--- src/rtl/core/gsa_pkg.sv ---
// Shared types, widths and codes for the generational slot allocator.
// No dependencies; every other file imports this package.
`default_nettype none

package gsa_pkg;

   localparam int MAX_SLOTS = 1024;
   localparam int GEN_W     = 16;
   localparam int SLOT_W    = $clog2(MAX_SLOTS);
   localparam int CNT_W     = SLOT_W + 1;

   // Fixed field widths of the channels
   localparam int CAP_W      = 11;
   localparam int KIND_W     = 2;
   localparam int HIDX_W     = 12;
   localparam int STATUS_W   = 2;
   localparam int OUT_IDX_W  = 10;
   localparam int FREED_W    = 11;
   localparam int CAP_RESET  = 1024;

   typedef enum logic [KIND_W-1:0] {
      REQ_ALLOC    = 2'd0,
      REQ_DESTROY  = 2'd1,
      REQ_VALIDATE = 2'd2,
      REQ_COMMIT   = 2'd3
   } req_kind_type;

   typedef enum logic [STATUS_W-1:0] {
      ST_OK      = 2'd0,
      ST_FULL    = 2'd1,
      ST_INVALID = 2'd2
   } status_type;

   typedef struct packed {
      logic accept;     // latch request fields
      logic pop;        // pop free stack top
      logic slot_rd;    // read generation of popped slot
      logic handle_rd;  // read generation of handle slot
      logic walk;       // commit: move one pending entry
      logic emit;       // load result register, apply destroy/commit updates
      logic clear;      // clear one generation entry
   } dp_cmd_type;

   typedef struct packed {
      logic out_free;
      logic walk_done;
      logic clear_last;
   } dp_stat_type;

   function automatic logic [CNT_W-1:0] clamp_cap(input logic [31:0] v);
      logic [CNT_W-1:0] r;
      if (v == 32'd0)
         r = CNT_W'(1);
      else if (v > 32'(MAX_SLOTS))
         r = CNT_W'(MAX_SLOTS);
      else
         r = CNT_W'(v);
      return r;
   endfunction

endpackage

`default_nettype wire

--- src/rtl/core/gsa_ctrl.sv ---
// Sequencing state machine for the slot allocator.
// Depends on gsa_pkg; drives gsa_dp through dp_cmd_type, watches dp_stat_type.
`default_nettype none

module gsa_ctrl import gsa_pkg::*; (
   input  wire logic              clock,
   input  wire logic              reset,
   input  wire logic              csr_write,
   input  wire logic              req_valid,
   input  wire logic [KIND_W-1:0] req_kind,
   output logic                   req_ready,
   input  wire dp_stat_type       stat,
   output dp_cmd_type             cmd
);

   typedef enum logic [2:0] {
      S_CLEAR,
      S_IDLE,
      S_POP,
      S_ALLOC_GEN,
      S_HANDLE_RD,
      S_COMMIT,
      S_DONE
   } state_type;

   state_type state_ff, state_in;

   always_comb begin
      cmd      = '0;
      state_in = state_ff;
      req_ready = 1'b0;
      case (state_ff)
         S_CLEAR: begin
            cmd.clear = 1'b1;
            if (stat.clear_last) state_in = S_IDLE;
         end
         S_IDLE: begin
            req_ready = 1'b1;
            if (req_valid) begin
               cmd.accept = 1'b1;
               case (req_kind_type'(req_kind))
                  REQ_ALLOC:                 state_in = S_POP;
                  REQ_DESTROY, REQ_VALIDATE: state_in = S_HANDLE_RD;
                  REQ_COMMIT:                state_in = S_COMMIT;
                  default:                   state_in = S_IDLE;
               endcase
            end
         end
         S_POP: begin
            cmd.pop  = 1'b1;
            state_in = S_ALLOC_GEN;
         end
         S_ALLOC_GEN: begin
            cmd.slot_rd = 1'b1;
            state_in    = S_DONE;
         end
         S_HANDLE_RD: begin
            cmd.handle_rd = 1'b1;
            state_in      = S_DONE;
         end
         S_COMMIT: begin
            cmd.walk = 1'b1;
            if (stat.walk_done) state_in = S_DONE;
         end
         S_DONE: begin
            if (stat.out_free) begin
               cmd.emit = 1'b1;
               state_in = S_IDLE;
            end
         end
         default: state_in = S_IDLE;
      endcase
      // a capacity write restarts the generation clearing pass
      if (csr_write) begin
         cmd       = '0;
         req_ready = 1'b0;
         state_in  = S_CLEAR;
      end
   end

   always_ff @(posedge clock) begin
      if (reset) state_ff <= S_CLEAR;
      else       state_ff <= state_in;
   end

endmodule

`default_nettype wire

--- config.mk ---
export PLATFORM = sky130hd
export DESIGN_NAME = gsa_ctrl
export DESIGN_NICKNAME = d
export VERILOG_FILES = /design/src/rtl/core/gsa_pkg.sv /design/src/rtl/core/gsa_ctrl.sv
export SDC_FILE = /design/constraint.sdc
export NUM_CORES = 1
export LEC_CHECK = 0
export BUFFER_PORTS_ARGS = -buffer_cell sky130_fd_sc_hd__buf_2
export CORE_AREA = 10 10 47 49
export CTS_BUF_LIST = sky130_fd_sc_hd__clkbuf_4 sky130_fd_sc_hd__clkbuf_8
export CTS_CLUSTER_DIAMETER = 50
export DETAILED_ROUTE_END_ITERATION = 8
export DIE_AREA = 0 0 57 59
export SLEW_MARGIN = 20
export SYNTH_ARGS = -nofsm -noshare
export SYNTH_HDL_FRONTEND = slang
export SYNTH_SLANG_ARGS = --single-unit
--- constraint.sdc ---
create_clock -name clock -period 2.9 [get_ports clock]
set_input_delay 0.58 -clock clock [delete_from_list [all_inputs] [get_ports clock]]
set_output_delay 0.58 -clock clock [all_outputs]
set_load 0.02 [all_outputs]
Word level (Yosys, flattened, before mapping)
Index checks and enable logic that the tools add are counted.
W data, S select, Z words.
{"block": "totals", "register_bits": 3, "latch_bits": 0, "ramBits": 0, "mem_bits_ro": 0, "input_bits": 9, "output_inout_bits": 8, "elab_cells": 38, "memories": 0}
{"block": "classes", "addsub": 0, "mul": 0, "div_mod_pow": 0, "n_lt_le_gt_ge": 0, "eq_ne": 13, "shifts": 0, "n_mux": 18, "bitwise": 0, "reduce_logical": 6}
{"operator": "$pmux W3 S6", "count": 1}
{"operator": "$mux W3", "count": 4}
{"operator": "$mux W1", "count": 11}
{"operator": "$eq A3 B3 Y1 const B", "count": 3}
{"operator": "$pmux W3 S3", "count": 1}
{"operator": "$ne A2 B2 Y1 const B", "count": 4}
{"operator": "$mux W7", "count": 1}
{"operator": "$eq A3 B2 Y1 const B", "count": 2}
{"operator": "$reduce_or A2 Y1", "count": 3}
{"operator": "$eq A2 B2 Y1 const B", "count": 2}
{"operator": "$reduce_and A4 Y1", "count": 1}
{"operator": "$eq A3 B1 Y1 const B", "count": 1}
{"operator": "$logic_not A3 Y1", "count": 1}
{"operator": "$eq A2 B1 Y1 const B", "count": 1}
{"operator": "$logic_not A2 Y1", "count": 1}

Logic depth before layout (Yosys ltp)
{"block": "depth", "depth_word": 5, "depth_mapped": 7, "depth_no_buf": 6}

Worst setup path before layout
OpenSTA, ideal clock, no wires.
{"block": "synth_path", "path_kind": "input -> output", "from": "in csr_write", "to": "out cmd[1] (netlist bit)", "arrival_ps": 1383, "required_time_ps": 2320, "slack_ps": 937, "stages": 2, "n_path_buf": 0, "path_cell_list": "nand2b_1 nor4_1"}
{"item": "from (decl)", "line": "gsa_ctrl.sv:8", "text": "input wire logic csr_write,"}
{"item": "to (decl)", "line": "gsa_ctrl.sv:13", "text": "output dp_cmd_type cmd"}

==> summary.txt <==
Run status
  • Status: finished, final reports clean

Yosys
  • Yosys reg bits: 3
  • Yosys top cell by area: dfxtp_1
  • Post-synth net total: 55
  • Mapped Avg Cell Area: between 7 and 8 um^2
  • Largest cells by area after synthesis: dfxtp_1, a21oi_1, and3_1, nor4_1, buf_4
  • Register area share after synthesis: 18.4%
  • Ys Warns: 0
  • Post-Synthesis Cell Area: 327 um^2
  • Yosys cell types: 25
  • Post-Syn Instances: 45
  • Area fraction of the dominant cell type after synthesis: a little under a fifth

Clock tree
  • CTS tree: done
  • Number of gates resized after CTS: 0
  • H-tree Lvls: 1
  • Hold Buf Count CTS: 0
  • TritonCTS Sinks: 3
  • TritonCTS Buffers: 3
  • Worst-path clk slew: 0.04 ns
  • CTS Buffer Depth: 2
  • Clk Latency, worst-skew pair: around 0.24 ns
  • Setup Buffers After CTS: 0
  • CTS root buf: clkbuf_4

Worst setup path
  • Worst path cell trace: nand2b_1 > nor4_1 > buf_2
  • Worst R2R Path Depth: 6
  • Worst Path Required: 2.32 ns
  • Critical path's slowest cell: dfxtp_1
  • Critical path depth: 3
  • WS Path Type: reg -> out
  • Crit path launch type: flip-flop
  • CP delay by family, top: flip-flops
  • Crit end category: primary output
  • Critical path data arrival time: 1.40 ns
  • Critical Path Fanout Max: 12
  • Biggest cell delay along the critical path: 0.59 ns
  • WP buf/inv: 1

STA
  • Number of hold violations in the final report: 0
  • FMAX: 0.505 GHz
  • Final min period: between 1.5 and 2 ns
  • Normalized max-slew margin: 70.1%
  • Setup ws final: 0.922 ns
  • Fin Setup TNS: 0 ns
  • Max-slew violations: 0
  • Worst-margin pin slew: around 0.45 ns
  • Crit share post-route: 68.2%
  • Final setup vio count: 0
  • Layout Skew: 0.00650 ns
  • RSZ-0062 raised after global routing: false

Die
  • Die area: about 3400 um^2
  • Io pins: 17
  • Die X: 57 um
  • Height of the die: 59 um
  • Starting Density: about a quarter
  • Core area: between 1000 and 1500 um^2
  • Rows: 14

Global route
  • GR Overflow Total: 0
  • Largest net degree at the start of global routing: 14
  • GRT Resource Usage Total: under 10%
  • Number of global-route vias before repair: 376
  • Initial antenna violation count: 0
  • First-pass GRT wire length: 1.60 mm

Place
  • Port Buf Inserts: 16
  • GP Congestion: between 0.8 and 0.9
  • Hpwl dp: 750 um
  • DP Worst Slack: 1.03 ns

Finish
  • Antenna Cells: 0
  • # nets final: 73
  • Commonest non-fill, non-tap cell in the layout: buf_2
  • # fillers: 166
  • Area of the multi-input gates: 231 um^2
  • Layout Area Growth over Synthesis: 33.7%
  • Layout cell share with drive strength beyond 1: 37.1%
  • Register area: 60.1 um^2
  • Most frequent cells in the layout: buf_2, inv_1, nor2_1, a21oi_1, clkbuf_4
  • Largest regs: state_ff (3)
  • Max reg flops: 3
  • Largest register by flop count: state_ff

Worst hold path
  • Hold Crit Class: in -> reg
  • Hold path cells: 2

Detailed routing
  • Via density: 4.83
  • Initial detailed-routing violation count: 9
  • WL final: ~960 um
  • Total number of vias: 377
  • Routed WL per cell: 12.3 um
  • Antenna-violating nets left: 0
  • DRT Pass-1 Iters: 4
  • Residual DRC: 0

Power
  • PwrDens: 362 nW/um^2
  • P_leak: 0.205 nW
  • Worst vdd ir: 0.000275 V
  • Total Power: 0.000158 W

Flow run
  • Max-Cap Viols: 0
stage by stage:
step	cell area (um^2)	util (%)	hold slack (ns)	std cells
CTS	437	31.2	0.552	78
detailed placement	407	29.0	0.759	74
floorplan	327	-	0.534	45
global placement	407	29.0	0.757	74
global route	437	31.2	0.559	78
finish	437	31.2	0.552	78
path summary, 6_finish.rpt:
check	to	slack, ns	start
min reg2reg	state_ff[0]	0.76	state_ff[0]
max reg2reg	state_ff[0]	1.31	state_ff[1]
max	cmd[1]	0.92	state_ff[2]
min	state_ff[1]	0.55	reset
cells by family (layout without fill, tap and decap cells):
group	Yosys count	after routing	synth area share, %
and+or+nand+nor	22	22	41.8
AOI/OAI and AO/OA	11	11	22.2
buffers and inverters	7	24	10.7
DFF	3	3	18.4
adders and majority gates	1	1	3.83
muxes	1	1	3.07
Yosys cell counts:
master and count:
nor2b_1 2, buf_4 2, nand2_1 2, o21ai_0 1
nand2b_1 2, a211oi_1 1, ha_1 1, nand4_1 1
and4bb_1 1, and3_1 3, o22ai_1 1, a211oi_2 1
dfxtp_1 3, o31ai_1 1, nor4_1 3, nor3_2 1
o41ai_1 1, nor4_2 1, nor2_1 4, mux2i_1 1
nor3_1 2, buf_2 1, o21ai_1 1, inv_1 4
a21oi_1 4
area by class of cell:
cell class                 count  share of cell area [%]
tap                           16                    4.58
timing repair buffer          16                    18.3
clock buffer                   4                    6.88
inverter                       4                    3.44
multi-input combinational     35                    53.0
sequential                     3                    13.8
power breakdown:
| group | internal (W) | switching, W |
|---|---|---|
| Sequential | 0.0000426 | 0.00000299 |
| Clock | 0.0000609 | 0.0000224 |
| Combinational | 0.0000127 | 0.0000162 |
routing by layer:
layer	up-vias	global-route usage, %	share of wire [%]	wire, um
met4	0	1.01	0	0
met2	9	10.2	54	517
met5	-	0	0	0
li1	201	-	-	-
met3	0	3.00	4.9	47
met1	167	5.78	41	393
Power figures use the tool's default switching activity.
